## src/hw/rtl/abfifo_pkg.sv

```systemverilog
// ============================================================================
// abfifo_pkg: shared types and constants of the ASCII byte FIFO
// Beat layouts of both channels, command codes and character constants.
// ============================================================================
package abfifo_pkg;

  localparam int unsigned DefaultDepth = 16;

  // Command codes carried in the input beat.
  localparam logic [1:0] CmdPushChar   = 2'd0;
  localparam logic [1:0] CmdPushNumber = 2'd1;
  localparam logic [1:0] CmdPop        = 2'd2;

  localparam logic [7:0] SpaceChar = 8'h20;
  localparam logic [7:0] DigitZero = 8'h30;

  // A 16-bit value has at most five decimal digits.
  localparam int unsigned MaxDigits = 5;
  localparam int unsigned DigitCntW = $clog2(MaxDigits + 1);

  // Reciprocal of ten, exact for every 16-bit dividend after a shift by 19.
  localparam logic [31:0] Div10Mult  = 32'd52429;
  localparam int unsigned Div10Shift = 19;

  typedef struct packed {
    logic [1:0]  command;
    logic [7:0]  char_byte;
    logic [15:0] number;
  } in_beat_t;

  typedef struct packed {
    logic [7:0] read_data;
    logic       read_valid;
    logic [2:0] accepted;
    logic       is_empty;
    logic       is_full;
  } out_beat_t;

endpackage

```

## src/hw/rtl/abfifo_ram.sv

```systemverilog
// ============================================================================
// abfifo_ram: generic single-port-write, single-port-read RAM
// One write and one registered read per cycle; contents undefined at reset.
// ============================================================================
module abfifo_ram #(
  parameter int unsigned WIDTH = 8,
  parameter int unsigned DEPTH = abfifo_pkg::DefaultDepth
) (
  input  logic                     clk,
  input  logic                     we,
  input  logic [$clog2(DEPTH)-1:0] waddr,
  input  logic [WIDTH-1:0]         wdata,
  input  logic [$clog2(DEPTH)-1:0] raddr,
  output logic [WIDTH-1:0]         rdata
);

  logic [WIDTH-1:0] mem_r [DEPTH];
  logic [WIDTH-1:0] rdata_r;

  always_ff @(posedge clk) begin
    if (we) begin
      mem_r[waddr] <= wdata;
    end
    rdata_r <= mem_r[raddr];
  end

  assign rdata = rdata_r;

endmodule

```

## src/hw/rtl/abfifo_div10.sv

```systemverilog
// ============================================================================
// abfifo_div10: divide a 16-bit value by ten
// Quotient by reciprocal multiplication, remainder by shift-and-add back.
// ============================================================================
module abfifo_div10 (
  input  logic [15:0] value,
  output logic [15:0] quot,
  output logic [3:0]  rem
);

  logic [31:0] prod;
  logic [15:0] times10;

  assign prod    = 32'(value) * abfifo_pkg::Div10Mult;
  assign quot    = 16'(prod >> abfifo_pkg::Div10Shift);
  // quot * 10 as quot * 8 + quot * 2.
  assign times10 = 16'({quot, 3'b000}) + 16'({quot, 1'b0});
  assign rem     = 4'(value - times10);

endmodule

```

## src/hw/rtl/ascii_byte_fifo_with_decimal_push_core.sv

```systemverilog
// ============================================================================
// ascii_byte_fifo_with_decimal_push_core: byte FIFO with decimal push
// Circular byte FIFO with a sequenced binary-to-decimal push built around
// one shared divide-by-ten unit.
// ============================================================================
// Each input beat carries one command. A byte push writes one byte; a number
// push turns a 16-bit value into ASCII decimal digits and writes them most
// significant digit first (zero gives the single digit "0"); a pop returns
// the oldest byte, or a space with read_valid low when the FIFO is empty.
// A push into a full FIFO stops there and drops what is left; accepted tells
// how many bytes went in. Every command gives exactly one result beat, with
// the empty and full status after the command. The block works on one
// command at a time and holds in_stall high meanwhile. A number push passes
// its value through the divide-by-ten unit, producing one digit at a time,
// then writes the digits through the single write port of the byte store,
// then closes the push and hands the result to the output register. A byte
// push writes its byte, closes and hands over its result the same way. A pop
// waits for the store's registered read, which is skipped when the FIFO is
// empty. A push that meets a full FIFO ends early and writes no more bytes.
// The result sits in an output register, so a new command is taken while
// the previous result still waits to be collected; the block only waits on
// out_stall when a second result is due.
module ascii_byte_fifo_with_decimal_push_core #(
  parameter int unsigned DEPTH = abfifo_pkg::DefaultDepth
) (
  input  logic                  clk,
  input  logic                  rst_n,
  input  logic                  in_valid,
  output logic                  in_stall,
  input  abfifo_pkg::in_beat_t  in_beat,
  output logic                  out_valid,
  input  logic                  out_stall,
  output abfifo_pkg::out_beat_t out_beat
);

  localparam int unsigned IdxW    = $clog2(DEPTH);
  localparam int unsigned DigCntW = abfifo_pkg::DigitCntW;

  // Sequencer states.
  localparam logic [2:0] StIdle = 3'd0;
  localparam logic [2:0] StConv = 3'd1;  // one digit per cycle, least significant first
  localparam logic [2:0] StWrite = 3'd2; // one byte per cycle, most significant first
  localparam logic [2:0] StPopRd = 3'd3; // wait for the registered store read
  localparam logic [2:0] StResp = 3'd4;  // hand the result to the output register

  logic [2:0] state_r, state_nxt;

  // FIFO pointers and full flag.
  logic [IdxW-1:0] wr_idx_r, wr_idx_nxt;
  logic [IdxW-1:0] rd_idx_r, rd_idx_nxt;
  logic            full_r, full_nxt;
  logic            fifo_empty;

  // Command held while it is worked on.
  logic [1:0]         cmd_r, cmd_nxt;
  logic [7:0]         char_r, char_nxt;
  logic [15:0]        num_r, num_nxt;
  logic [3:0]         digit_r [abfifo_pkg::MaxDigits];
  logic [DigCntW-1:0] ndig_r, ndig_nxt;

  // Result being built.
  logic [7:0] rdata_r, rdata_nxt;
  logic       rvalid_r, rvalid_nxt;
  logic [2:0] acc_r, acc_nxt;

  // Output register.
  logic                  out_valid_r, out_valid_nxt;
  abfifo_pkg::out_beat_t out_beat_r, out_beat_nxt;

  // Shared divide-by-ten unit and store ports.
  logic [15:0] div_quot;
  logic [3:0]  div_rem;
  logic        ram_we;
  logic [7:0]  ram_wdata;
  logic [7:0]  ram_rdata;
  logic [IdxW-1:0] wr_idx_inc;
  logic [IdxW-1:0] rd_idx_inc;
  logic [3:0]  cur_digit;
  logic        digit_we;

  abfifo_div10 u_div10 (
    .value (num_r),
    .quot  (div_quot),
    .rem   (div_rem)
  );

  abfifo_ram #(
    .WIDTH (8),
    .DEPTH (DEPTH)
  ) u_store (
    .clk   (clk),
    .we    (ram_we),
    .waddr (wr_idx_r),
    .wdata (ram_wdata),
    .raddr (rd_idx_r),
    .rdata (ram_rdata)
  );

  // Pointers wrap after the last slot, so any depth in range works.
  assign wr_idx_inc = (wr_idx_r == IdxW'(DEPTH - 1)) ? '0 : wr_idx_r + IdxW'(1);
  assign rd_idx_inc = (rd_idx_r == IdxW'(DEPTH - 1)) ? '0 : rd_idx_r + IdxW'(1);
  assign fifo_empty = (wr_idx_r == rd_idx_r) && !full_r;

  // The next byte of a push: the held character, or the pending digit.
  assign cur_digit = digit_r[ndig_r - DigCntW'(1)];
  assign ram_wdata = (cmd_r == abfifo_pkg::CmdPushChar) ? char_r
                   : abfifo_pkg::DigitZero + {4'b0000, cur_digit};

  assign in_stall  = (state_r != StIdle);
  assign out_valid = out_valid_r;
  assign out_beat  = out_beat_r;

  always_comb begin
    state_nxt     = state_r;
    wr_idx_nxt    = wr_idx_r;
    rd_idx_nxt    = rd_idx_r;
    full_nxt      = full_r;
    cmd_nxt       = cmd_r;
    char_nxt      = char_r;
    num_nxt       = num_r;
    ndig_nxt      = ndig_r;
    rdata_nxt     = rdata_r;
    rvalid_nxt    = rvalid_r;
    acc_nxt       = acc_r;
    out_valid_nxt = out_valid_r && out_stall;
    out_beat_nxt  = out_beat_r;
    ram_we        = 1'b0;
    digit_we      = 1'b0;

    unique case (state_r)
      StIdle: begin
        if (in_valid) begin
          cmd_nxt    = in_beat.command;
          char_nxt   = in_beat.char_byte;
          num_nxt    = in_beat.number;
          rdata_nxt  = abfifo_pkg::SpaceChar;
          rvalid_nxt = 1'b0;
          acc_nxt    = '0;
          ndig_nxt   = '0;
          case (in_beat.command)
            abfifo_pkg::CmdPushChar: begin
              ndig_nxt  = DigCntW'(1);
              state_nxt = StWrite;
            end
            abfifo_pkg::CmdPushNumber: begin
              state_nxt = StConv;
            end
            abfifo_pkg::CmdPop: begin
              // The store is already reading the slot at the read pointer.
              state_nxt = fifo_empty ? StResp : StPopRd;
            end
            default: begin
              state_nxt = StResp;
            end
          endcase
        end
      end
      StConv: begin
        digit_we = 1'b1;
        num_nxt  = div_quot;
        ndig_nxt = ndig_r + DigCntW'(1);
        if ((div_quot == '0) ||
            (ndig_r == DigCntW'(abfifo_pkg::MaxDigits - 1))) begin
          state_nxt = StWrite;
        end
      end
      StWrite: begin
        if (full_r || (ndig_r == '0)) begin
          state_nxt = StResp;
        end else begin
          ram_we     = 1'b1;
          wr_idx_nxt = wr_idx_inc;
          full_nxt   = (wr_idx_inc == rd_idx_r);
          acc_nxt    = acc_r + 3'd1;
          ndig_nxt   = ndig_r - DigCntW'(1);
        end
      end
      StPopRd: begin
        rdata_nxt  = ram_rdata;
        rvalid_nxt = 1'b1;
        rd_idx_nxt = rd_idx_inc;
        full_nxt   = 1'b0;
        state_nxt  = StResp;
      end
      StResp: begin
        // Status is taken from the pointers as they stand after the command.
        if (!out_valid_r || !out_stall) begin
          out_valid_nxt           = 1'b1;
          out_beat_nxt.read_data  = rdata_r;
          out_beat_nxt.read_valid = rvalid_r;
          out_beat_nxt.accepted   = acc_r;
          out_beat_nxt.is_empty   = fifo_empty;
          out_beat_nxt.is_full    = full_r;
          state_nxt               = StIdle;
        end
      end
      default: begin
        state_nxt = StIdle;
      end
    endcase
  end

  always_ff @(posedge clk) begin
    if (!rst_n) begin
      state_r     <= StIdle;
      wr_idx_r    <= '0;
      rd_idx_r    <= '0;
      full_r      <= 1'b0;
      out_valid_r <= 1'b0;
    end else begin
      state_r     <= state_nxt;
      wr_idx_r    <= wr_idx_nxt;
      rd_idx_r    <= rd_idx_nxt;
      full_r      <= full_nxt;
      out_valid_r <= out_valid_nxt;
    end
  end

  // Payload registers carry no reset.
  always_ff @(posedge clk) begin
    cmd_r      <= cmd_nxt;
    char_r     <= char_nxt;
    num_r      <= num_nxt;
    ndig_r     <= ndig_nxt;
    rdata_r    <= rdata_nxt;
    rvalid_r   <= rvalid_nxt;
    acc_r      <= acc_nxt;
    out_beat_r <= out_beat_nxt;
    if (digit_we) begin
      digit_r[ndig_r] <= div_rem;
    end
  end

endmodule

```

## config.mk

```make
export PLATFORM = sky130hd
export DESIGN_NAME = ascii_byte_fifo_with_decimal_push_core
export DESIGN_NICKNAME = d
export VERILOG_FILES = /design/src/hw/rtl/abfifo_pkg.sv /design/src/hw/rtl/abfifo_ram.sv /design/src/hw/rtl/abfifo_div10.sv /design/src/hw/rtl/ascii_byte_fifo_with_decimal_push_core.sv
export SDC_FILE = /design/constraint.sdc
export NUM_CORES = 1
export LEC_CHECK = 0
export BUFFER_PORTS_ARGS = -buffer_cell sky130_fd_sc_hd__clkbuf_2
export CORE_MARGIN = 1
export CORE_UTILIZATION = 40
export CTS_CLUSTER_SIZE = 20
export DETAILED_ROUTE_END_ITERATION = 7
export GPL_TIMING_DRIVEN = 0
export HOLD_SLACK_MARGIN = 0.05
export PLACE_DENSITY = 0.63
export SYNTH_ARGS = -nofsm -noshare
export SYNTH_HDL_FRONTEND = slang
export SYNTH_SLANG_ARGS = --single-unit
```

## constraint.sdc

```tcl
create_clock -name clk -period 5.3 [get_ports clk]
set_input_delay 1.325 -clock clk [delete_from_list [all_inputs] [get_ports clk]]
set_output_delay 1.325 -clock clk [all_outputs]
set_load 0.005 [all_outputs]
```

# Word level (Yosys, flattened, before mapping)

Memory sizes are Yosys's and may differ from the RTL's. A register that Yosys moved wholly into a read port is not among the register bits.
Cells that the tools add are included.

Bitwise gates (word level): 1
Divide/modulo/power cells: 0
$mul: 1
Order comparisons: 0
Mux-type cells: 34
Add/sub/neg operators: 8
Equality and inequality tests: 16
Reduce and logical (&&, ||, !) cells: 28
Shift-type cells: 0

Operator list:

| operator                                                              | count |
|---|---|
| 16-bit by 16-bit multiplier with 32-bit output, second input constant | 1 |
| 16-bit one-hot mux with 2 select lines                                | 1 |
| 3-bit 2-to-1 mux                                                      | 9 |
| 3-bit one-hot mux with 3 select lines                                 | 2 |
| 16-bit zero test                                                      | 1 |
| 16-bit 2-to-1 mux                                                     | 1 |
| 8-bit 2-to-1 mux                                                      | 2 |
| 8-bit one-hot mux with 2 select lines                                 | 1 |
| 3-bit one-hot mux with 5 select lines                                 | 1 |
| 1-bit 2-to-1 mux                                                      | 12 |
| 2-bit AND reduction                                                   | 6 |
| 2-bit != test, second input constant                                  | 5 |
| 4-bit by 1-bit adder with 4-bit output, second input constant         | 2 |
| 4-bit equality test                                                   | 2 |
| 4-bit equality test, second input constant                            | 2 |
| 4-bit 2-to-1 mux                                                      | 2 |
| 2-bit nonzero test                                                    | 4 |
| 6-bit by 4-bit adder with 7-bit output, first input constant          | 1 |
| 3-bit by 1-bit adder with 3-bit output, second input constant         | 2 |
| 3-bit by 2-bit equality test with 1-bit output, second input constant | 2 |
| 3-bit equality test, second input constant                            | 2 |
| 3-bit zero test                                                       | 2 |
| 3-bit one-hot mux with 2 select lines                                 | 1 |
| 3-bit AND reduction                                                   | 2 |
| 14 further kinds                                                      | 22 |

Output and inout bits: 16
Memories kept: 2
Memory bits (read-only): 0
Bits in latches: 0
Bits in writable memories: 148
Bits in registers: 68

Memories:

| memory        | depth | bits a word | rd ports | clocked after memory_dff | write ports | RTL line                                     | source |
|---|---|---|---|---|---|---|---|
| u_store.mem_r | 16    | 8           | 1        | 1                        | 1           | abfifo_ram.sv:17                             | `logic [WIDTH-1:0] mem_r [DEPTH];` |
| digit_r       | 5     | 4           | 1        | 0                        | 1           | ascii_byte_fifo_with_decimal_push_core.sv:58 | `logic [3:0] digit_r [abfifo_pkg::MaxDigits];` |

# Depth between registers and ports, before layout

Gate-level depths: netlist of the first run.

Depth after elaboration: 6
Depth in mapped cells: 23
Depth with buffers taken out: 22

# By module

A second synthesis of the first run with hierarchy kept.

Cell total of the unflattened synthesis: 1100
Area, all modules: 14128.6 um^2

By module, submodules not included:

| module                                 | area each (um^2) | times used | cells an instance |
|---|---|---|---|
| abfifo_div10                           | 5203.7           | 1          | 569 |
| abfifo_ram                             | 5147.4           | 1          | 229 |
| ascii_byte_fifo_with_decimal_push_core | 3777.4           | 1          | 302 |

# Worst setup path after synthesis of the first run

Ideal clock, no wire load.

Path type: register to register
From: reg num_r[6]
To: reg state_r[0]
Slack: -0.483 ns
Stages on the path, launching flop included: 21
Required time: 5.172 ns
Data arrival time: 5.655 ns
Clock period less this slack: 5.783 ns
Library setup time: 0.128 ns
Cells stage by stage: edfxtp_1 -> ha_1 -> inv_1 -> fa_1 -> inv_1 -> fa_1 -> fa_1 -> fa_1 -> inv_1 -> fa_1 -> inv_1 -> ha_1 -> nand4_2 -> or2_4 -> o32a_1 -> a21oi_4 -> o21ai_1 -> a22o_1 -> or4b_1 -> nor4_1 -> o22ai_1

Cells in the longest elaborated chain, start to end: 5

RTL lines:

| item                                           | RTL line                                      | source |
|---|---|---|
| start: declaration                             | ascii_byte_fifo_with_decimal_push_core.sv:57  | `logic [15:0] num_r, num_nxt;` |
| start signal: assignment                       | ascii_byte_fifo_with_decimal_push_core.sv:223 | `num_r <= num_nxt;` |
| 16-bit by 16-bit multiplier with 32-bit output | abfifo_div10.sv:14                            | `assign prod = 32'(value) * abfifo_pkg::Div10Mult;` |
| 16-bit zero test                               | ascii_byte_fifo_with_decimal_push_core.sv:162 | `if ((div_quot == '0) \|\|` |
| 1-bit logical OR                               | ascii_byte_fifo_with_decimal_push_core.sv:162 |  |
| 2-bit != test (no line)                        | --                                            |  |
| 4-bit AND reduction (no line)                  | --                                            |  |
| end signal: assignment                         | ascii_byte_fifo_with_decimal_push_core.sv:205 | `state_r <= StIdle;` |
| end signal: assignment                         | ascii_byte_fifo_with_decimal_push_core.sv:211 | `state_r <= state_nxt;` |
| end: declaration                               | ascii_byte_fifo_with_decimal_push_core.sv:46  | `logic [2:0] state_r, state_nxt;` |

Every way passes these cells.
A chain may end at the register's enable or synchronous reset.

# Worst setup path in the final report of the first run

From: reg num_r[7]
To: reg state_r[0]

Same word-level chain as after synthesis.

==> reports/qor.txt, run 1 <==
Pin count of the biggest net entering global routing -> 17
DIE HEIGHT -> 187 um
Overall die width -> 187 um
Reg clk slew, reported paths -> 0.06 ns
Crit. End Element -> register
Grt total ovfl -> 0
Pre-CTS WS -> -1.25 ns
Unrepaired setup endpoints after global routing -> yes
CTS buffer count -> 23
DR WL/cell -> 19.3 um
Worst Hold Class -> register to register
Starting density of the core -> 40.8%
Worst setup path class -> register to register
Synth warnings -> 0
Final setup skew -> 0.0278 ns
Max cap viols -> 0
Commonest cells in the netlist -> 203 x edfxtp_1, 158 x inv_1, 143 x ha_1, 79 x fa_1, 71 x nand2_1
Cell count after synthesis -> 1036
Number of fill cells -> 2895
Measured slew at the worst slew-check pin -> 1.34 ns
Vias in the first global route -> 8808
Max Root-Sink Buffers -> 3
Register area share after synthesis -> 47.5%
TritonRoute pass-1 iters -> 5
Final period util -> 117%
Residual DRC count -> 0
Total wire length -> 31500 um
CTS tree -> built
Final Setup Violations -> 28
Area of the die -> 0.0351 mm2
Final Worst Setup Slack -> -0.883 ns
Total number of vias -> 8435
Placed Area -> 0.0146 mm2
First-pass GRT wire length -> 49200 um
Seq cells post-synth -> 224
Worst EP required -> 5.71 ns
Port Buffers -> 45
Async set-reset flop share out of synthesis -> 0%
Clock Tree Root -> clkbuf_16
Top_reg_cell synth -> edfxtp_1
Yosys top cell by area -> edfxtp_1
Synth area leaders -> edfxtp_1 44%, ha_1 13%, fa_1 12%
Detail Route Antenna Nets -> 0
Crit start category -> register
Synth Net Count -> 1288
Period minus WS final -> 6.18 ns
Relative slew slack -> 10.1%
Htree depth -> 1
# clock sinks -> 224
Initial antenna violation count -> 1
Share of cells above drive strength 1 -> 23.1%
Clock Latency Late Sink -> 0.53 ns
Number of library cell types mapped by synthesis -> 69
Syn_area_per_cell -> 13.3 um2
Post-Syn Area -> 0.0137 mm2
Run status -> complete, but fails checks
Post-detail-place hpwl -> 23500 um
Final hold violation count -> 0
Overall routing resource usage -> 18.3%
GPL Wtd Cong -> 0.934
CP Max Fanout -> 6
Synth top area share -> 44.4%
Core ar. -> 0.0336 mm2
Number of enable flip-flop cells after synthesis -> 203
WHS -> 0.418 ns
Cell area after layout -> 0.0164 mm2
1st-iter DRT viols -> 663
F_max -> 162 MHz
Io pins -> 46
Failing checks -> negative setup slack
Area growth from synthesis to layout -> 19.3%
Top-count cell post-synth -> edfxtp_1
Num rows -> 67
Final slew viol count -> 0
Final nets -> 1419
Crit path DAT -> 6.59 ns
Drt via density -> 5.17
==> timing repair <==
item / 4_1_cts / 5_1_grt
gates resized for setup: 63 / 55
buffers inserted: 44 / 14
pin swaps: 20 / 25
endpoints found under the setup margin: 29 / 30
hold buffers: 0 / 0
==> area by class of cell <==
class	instances	area [um2]	area share [%]
Tap cell	448	561	3.42
Inverter	158	598	3.65
Multi-Input combinational cell	626	7110	43.4
Antenna cell	1	2.50	0.0153
Clock inverter	16	133	0.810
Buffer	28	125	0.764
Sequential cell	224	6520	39.8
Timing Repair Buffer	106	746	4.55
Clock buffer	26	587	3.58
==> path summary, 6_finish.rpt <==
| kind | cells past startpoint | end | slack [ns] | from |
|---|---|---|---|---|
| setup / recovery | 20 | state_r[0] | -0.88 | num_r[7] |
| hold / removal | 0 | out_beat[11] | 0.42 | rdata_r[5] |
| setup reg to reg | 20 | state_r[0] | -0.88 | num_r[7] |
| hold reg to reg | 0 | out_beat[11] | 0.42 | rdata_r[5] |
==> state kept, by name, indices dropped and copies added, names as in the netlist, 4 cells and up <==
| signal | flops |
|---|---|
| char_r | 8 |
| digit_r | 20 |
| num_r | 16 |
| out_beat | 14 |
| rd_idx_r | 4 |
| rdata_r | 8 |
| u_store.mem_r | 128 |
| u_store.rdata | 8 |
| wr_idx_r | 4 |
==> cell usage in the layout, fill, tap and decap left out, drive strengths merged, types with 4 or more instances in the layout <==
master and count:
edfxtp 203, inv 160, ha 143, clkbuf 91, fa 79, nand2 71, buf 69, mux4 44
nor2 42, o21ai 29, a21oi 26, dfxtp 21, xnor2 19, and2 18, nand3 15, nor3 15
a21o 13, xor2 11, o211ai 10, clkinv 10, o21a 9, mux2i 7, nand4 6, and3 5
nor4 5, a31oi 4, a21boi 4
==> cell families after synthesis <==
logic type	after synthesis	share of synthesized area [%]
flops	224	47.5
fa+ha+maj	222	24.6
compound gates	125	6.25
simple gates	198	6.96
xor+xnor	30	1.91
mux	51	7.73
buf+inv	186	5.13
==> critical path, cell delays in order (launching register included) <==
cell and delay, ns:
edfxtp_1 0.53, ha_4 0.35, inv_4 0.04, fa_1 0.52, inv_1 0.05, fa_1 0.47, fa_2 0.55, fa_1 0.42
fa_1 0.57, ha_1 0.26, buf_6 0.13, buf_4 0.14, a21oi_4 0.14, o21a_4 0.17, o21ai_4 0.08, buf_12 0.14
o41a_1 0.41, a22o_1 0.22, or4b_4 0.49, nor4_4 0.26, o22ai_1 0.12
==> routing by layer <==
layer / up-vias / share of wire (%) / GRT usage, %
met5: - / 0 / 0
met4: 0 / 3.2 / 6.90
met3: 59 / 5.4 / 2.66
met2: 230 / 48 / 30.0
met1: 4173 / 43 / 24.5
li1: 3973 / - / -
==> through the flow <==
step	util (%)	cells	TNS, ns
final	48.7	1633	-12.27
after global routing	48.7	1633	-15.83
after CTS	47.5	1618	-9.60
after detailed placement	43.4	1532	-18.88
after global placement	43.3	1529	-18.30
after floorplan	-	1036	-0.617
Power of run 1 is left out: the tool's default activity adds up to more than one toggle a clock period on the data nets, which glitch-free logic cannot reach.
==> run 2, diff against run 1 <==
Settings changed: CTS_CLUSTER_SIZE 20 to 12, PLACE_DENSITY 0.63 to 0.62, SYNTH_HIERARCHICAL from default to 1.
==> run 2 against run 1 <==
  * The run still ends with negative setup slack left
  * Routed wire length up 3.8%
  * Critical path depth up 4
  * Global-route usage up 0.29 points
==> reports/qor.txt, run 2 <==
Core ar. -> 0.0346 mm2
Hold endpoint -> out_beat[13]
Final Setup Violations -> 30
Residual DRC count -> 0
Max Root-Sink Buffers -> 3
Area of the die -> 0.0361 mm2
Num rows -> 68
Top Registers -> u_store/mem_r (128), digit_r (20), num_r (16)
Pin count of the biggest net entering global routing -> 17
1st-iter DRT viols -> 639
Max cap viols -> 0
Number of cells on the worst reg-to-reg path -> 24
Hold path start -> rdata_r[7]
TritonRoute pass-1 iters -> 5
Final Non-Filler Cells -> 1718
Post-Syn Area -> 0.0141 mm2
Worst Hold Class -> register to register
Clock Tree Root -> clkbuf_16
First-pass GRT wire length -> 50900 um
Area growth from synthesis to layout -> 19.8%
DIE HEIGHT -> 190 um
Register area share after synthesis -> 46.1%
GPL Wtd Cong -> 0.892
Synth warnings -> 6
Detail Route Antenna Nets -> 0
Measured slew at the worst slew-check pin -> 0.974 ns
Port Buffers -> 45
Met3 wire len -> 1790 um
Pre-CTS WS -> -1.60 ns
Cell count after synthesis -> 1100
CTS buffer count -> 25
Crit path DAT -> 6.80 ns
Synth top area share -> 43.1%
Final hold violation count -> 0
Crit. End Element -> register
Largest register by flop count -> u_store/mem_r
Reg clk slew, reported paths -> 0.06 ns
Period minus WS final -> 6.38 ns
Commonest non-fill, non-tap cell in the layout -> edfxtp_1
CP Max Fanout -> 5
Vias in the first global route -> 9027
Seq cells post-synth -> 224
Htree depth -> 1
Relative slew slack -> 34.8%
Crit start category -> register
Final slew viol count -> 0
Syn_area_per_cell -> 12.8 um2
WHS -> 0.420 ns
Yosys top cell by area -> edfxtp_1
Post-detail-place hpwl -> 24000 um
Final setup skew -> 0.0191 ns
Placed cells -> 1606
Initial antenna violation count -> 0
Final Worst Setup Slack -> -1.08 ns
Top-count cell post-synth -> edfxtp_1
DR WL/cell -> 19.0 um
Final nets -> 1495
Overall routing resource usage -> 18.6%
Drt via density -> 5.20
Overall die width -> 190 um
Final period util -> 120%
Share of cells above drive strength 1 -> 25.0%
Most frequent cells in the layout -> 203 x edfxtp_1, 177 x inv_1, 114 x ha_1, 92 x nand2_1, 76 x fa_1
Number of enable flip-flop cells after synthesis -> 203
Async set-reset flop share out of synthesis -> 0%
Run status -> complete, but fails checks
TNS Setup -> -13.98 ns
Clock Latency Late Sink -> 0.52 ns
Top sig layer -> met4
Grt total ovfl -> 0
Io pins -> 46
Unrepaired setup endpoints after global routing -> yes
Total wire length -> 32600 um
F_max -> 157 MHz
Total number of vias -> 8934
Top_reg_cell synth -> edfxtp_1
Failing checks -> negative setup slack
Worst EP required -> 5.73 ns
FF-to-FF setup slack -> -1.08 ns
Worst setup path class -> register to register
Reg2reg start -> num_r[7]
Starting density of the core -> 40.8%
CTS Hold Bufs -> 0
Routed met2 length -> 14400 um
Commonest cells in the netlist -> 203 x edfxtp_1, 190 x inv_1, 139 x ha_1, 99 x nand2_1, 80 x fa_1
# clock sinks -> 224
Synth area leaders -> edfxtp_1 43%, ha_1 12%, fa_1 11%
Max reg flops -> 128
Reg2reg end -> state_r[2]
Hold Path Stages -> 0
Met1 WL -> 15800 um
CTS tree -> built
Number of library cell types mapped by synthesis -> 80
-- run 2: kinds of logic (layout without fill, tap and decap cells) --
group / after synthesis / in the layout / share of synthesized area, %
other: 1 / 4 / 0.0265
AO/OA/AOI/OAI: 126 / 126 / 6.48
buffers and inverters: 220 / 380 / 6.71
AND/OR/NAND/NOR: 232 / 232 / 8.15
multiplexers: 46 / 46 / 6.83
XOR/XNOR: 32 / 32 / 2.04
flip-flops: 224 / 224 / 46.1
adder cells (fa/ha/maj): 219 / 219 / 23.6
-- run 2: area by class of cell --
type | instances | area [um2]
Clock buffer | 34 | 691
Tap cell | 455 | 569
Buffer | 27 | 195
Inverter | 192 | 738
Sequential cell | 224 | 6520
Multi-Input combinational cell | 658 | 7350
Clock inverter | 9 | 50.0
Timing Repair Buffer | 118 | 818
Antenna cell | 1 | 2.50
Fill cell | 3044 | 17700
-- run 2: how the worst max path moves through the flow --
stage                  start       endpoint  cells past startpoint
CTS                 num_r[4]  digit_r[3][3]                     22
detailed placement  num_r[0]  digit_r[4][3]                     25
global route        num_r[7]     state_r[2]                     24
global placement    num_r[0]  digit_r[4][3]                     25
finish              num_r[7]     state_r[2]                     24
floorplan           num_r[8]  digit_r[0][3]                     22
-- run 2: critical path, stage by stage, from the launching register on --
cell and delay, ns:
edfxtp_1 0.55, ha_4 0.36, inv_4 0.04, fa_1 0.53, inv_1 0.05, fa_1 0.50, fa_1 0.43, fa_1 0.48
inv_1 0.05, fa_1 0.50, inv_2 0.07, ha_4 0.30, nand4_1 0.13, buf_4 0.16, buf_4 0.12, o31ai_2 0.27
a31oi_2 0.08, o22ai_2 0.29, o22ai_1 0.13, xnor2_1 0.17, nor4_1 0.35, nand4_1 0.26, nand3_2 0.20, a21oi_2 0.06
a311oi_1 0.20
-- run 2: per-stage QoR --
step | instance area [um2] | util, %
global placement | 15100 | 43.6
finish | 16900 | 48.9
global route | 16900 | 48.9
CTS | 16700 | 48.2
floorplan | 14300 | -
detailed placement | 15100 | 43.7
-- run 2: timing repair --
action	4_1_cts	5_1_grt
resized for setup	76	33
buffers inserted	57	16
pin swaps	48	16
endpoints found under the setup margin	31	30
-- run 2: layer usage --
metal  track usage, %  vias to the layer above
met5                0                        -
met4             3.97                        0
met3             1.96                       50
met2             28.3                      255
met1             28.5                     4466
li1                 -                     4163
Power of run 2 is left out for the same reason.
==> run 3, diff against run 2 <==
Settings changed: TNS_END_PERCENT from default to 10.
==> run 3 against run 2 <==
  * The flow still finishes with violations (negative setup slack)
  * Die area unchanged
  * Sequential cell count is the same
  * Fmax is 0.52% higher
  * Critical endpoint unchanged
  * Count of clock-buffer cells in the layout shrank 3
  * Sequential share of layout area is 0.48 points higher
  * First-iteration DRC count grew 1.3%
==> reports/qor.txt, run 3 (synthesis results as in run 2) <==
Launch point of the worst path -> num_r[8]
Port Buffers -> 45
Unrepaired setup endpoints after global routing -> yes
Core ar. -> 0.0346 mm2
Measured slew at the worst slew-check pin -> 1.23 ns
Total wire length -> 31100 um
FF-to-FF setup slack -> -1.04 ns
Initial antenna violation count -> 0
Antenna fix cells -> 0
Post-detail-place hpwl -> 23700 um
Top Registers -> u_store/mem_r (128), digit_r (20), num_r (16)
Reg clk slew, reported paths -> 0.06 ns
GPL Wtd Cong -> 0.827
Total number of vias -> 8829
Final slew viol count -> 0
Drt via density -> 5.19
Reg2reg start -> num_r[8]
Num rows -> 68
F_max -> 158 MHz
CP Max Fanout -> 5
DR WL/cell -> 18.3 um
Final period util -> 120%
Max cap viols -> 0
Residual DRC count -> 0
CTS Hold Bufs -> 0
# clock sinks -> 224
Most frequent cells in the layout -> 203 x edfxtp_1, 179 x inv_1, 115 x ha_1, 96 x nand2_1, 75 x fa_1
Number of fill cells -> 3001
Run status -> complete, but fails checks
Final setup skew -> 0.0223 ns
Largest register by flop count -> u_store/mem_r
Starting density of the core -> 40.8%
First-pass GRT wire length -> 49600 um
Crit start category -> register
WHS -> 0.420 ns
Crit. End Element -> register
Final nets -> 1483
DIE HEIGHT -> 190 um
Relative slew slack -> 17.1%
Final hold violation count -> 0
Failing checks -> negative setup slack
Pin count of the biggest net entering global routing -> 17
Clock Latency Late Sink -> 0.51 ns
1st-iter DRT viols -> 647
Worst Hold Class -> register to register
Worst EP required -> 5.71 ns
Area growth from synthesis to layout -> 18.4%
Final Setup Violations -> 30
Worst setup path class -> register to register
CTS buffer count -> 24
TritonRoute pass-1 iters -> 5
Share of cells above drive strength 1 -> 22.6%
Crit path DAT -> 6.75 ns
Io pins -> 46
Vias in the first global route -> 8946
Clock Tree Root -> clkbuf_16
Period minus WS final -> 6.34 ns
Detail Route Antenna Nets -> 0
Hold path start -> rdata_r[6]
Overall die width -> 190 um
Commonest non-fill, non-tap cell in the layout -> edfxtp_1
Grt total ovfl -> 0
CTS tree -> built
Htree depth -> 1
Final Worst Setup Slack -> -1.04 ns
Area of the die -> 0.0361 mm2
Max Root-Sink Buffers -> 3
Overall routing resource usage -> 17.9%
Max reg flops -> 128
run 3: cell types whose count changed in the layout (fill, tap and decap cells not counted), moves of 4 or more:
cell,delta
buf_4,-9
a21oi_1,+7
a21oi_4,-4
buf_6,-4
nand2_1,+4
nand2_2,-4
run 3: layout make-up:
cell class / instances / area (um2) / area share [%]
Clock inverter: 7 / 47.5 / 0.284
Clock buffer: 31 / 627 / 3.75
Inverter: 192 / 742 / 4.44
Tap cell: 455 / 569 / 3.40
Buffer: 28 / 228 / 1.36
Sequential cell: 224 / 6520 / 39.0
Timing Repair Buffer: 106 / 726 / 4.34
Multi-Input combinational cell: 658 / 7270 / 43.5
run 3: worst max-delay path: stages, from the launching register on:
cell and delay (ns):
edfxtp_1 0.48, buf_6 0.17, ha_4 0.28, inv_4 0.05, fa_2 0.55, inv_1 0.05, fa_1 0.50, fa_1 0.44
fa_1 0.52, fa_2 0.48, ha_4 0.33, nand3_4 0.12, nor3_4 0.26, nor3_4 0.10, buf_6 0.14, a311oi_4 0.39
o211ai_2 0.16, a311oi_2 0.39, nor4_2 0.07, nand4_1 0.19, nand3_2 0.17, buf_4 0.21, a311oi_2 0.20
run 3: worst paths after layout:
| kind | endpoint | cells past startpoint |
|---|---|---|
| hold reg to reg | out_beat[12] | 0 |
| setup / recovery | state_r[2] | 22 |
| hold / removal | out_beat[12] | 0 |
| setup reg to reg | state_r[2] | 22 |
run 3: metrics by stage:
step | TNS [ns] | instance area, um2 | instances | worst slack, ns | utilization, %
after floorplan | -4.25 | 14300 | 1102 | -0.595 | -
after global placement | -23.00 | 15100 | 1602 | -1.53 | 43.6
after detailed placement | -23.68 | 15100 | 1606 | -1.56 | 43.7
after CTS | -13.60 | 16400 | 1689 | -1.04 | 47.5
after global routing | -18.95 | 16700 | 1701 | -1.23 | 48.3
final | -13.81 | 16700 | 1701 | -1.04 | 48.3
run 3: timing repair:
item | CTS | global route
endpoints found under the setup margin | 31 | 31
resized for setup | 45 | 38
pin swaps | 39 | 35
buffers inserted | 45 | 12
endpoints found under the hold margin | 0 | 0
run 3: per-layer routing:
layer / global-route usage, % / part of all wire (%) / up-vias
li1: - / - / 4136
met1: 25.7 / 46 / 4393
met2: 29.3 / 47 / 257
met3: 2.38 / 5.5 / 43
met4: 3.04 / 1.5 / 0
met5: 0 / 0 / -
Power of run 3 is left out for the same reason.
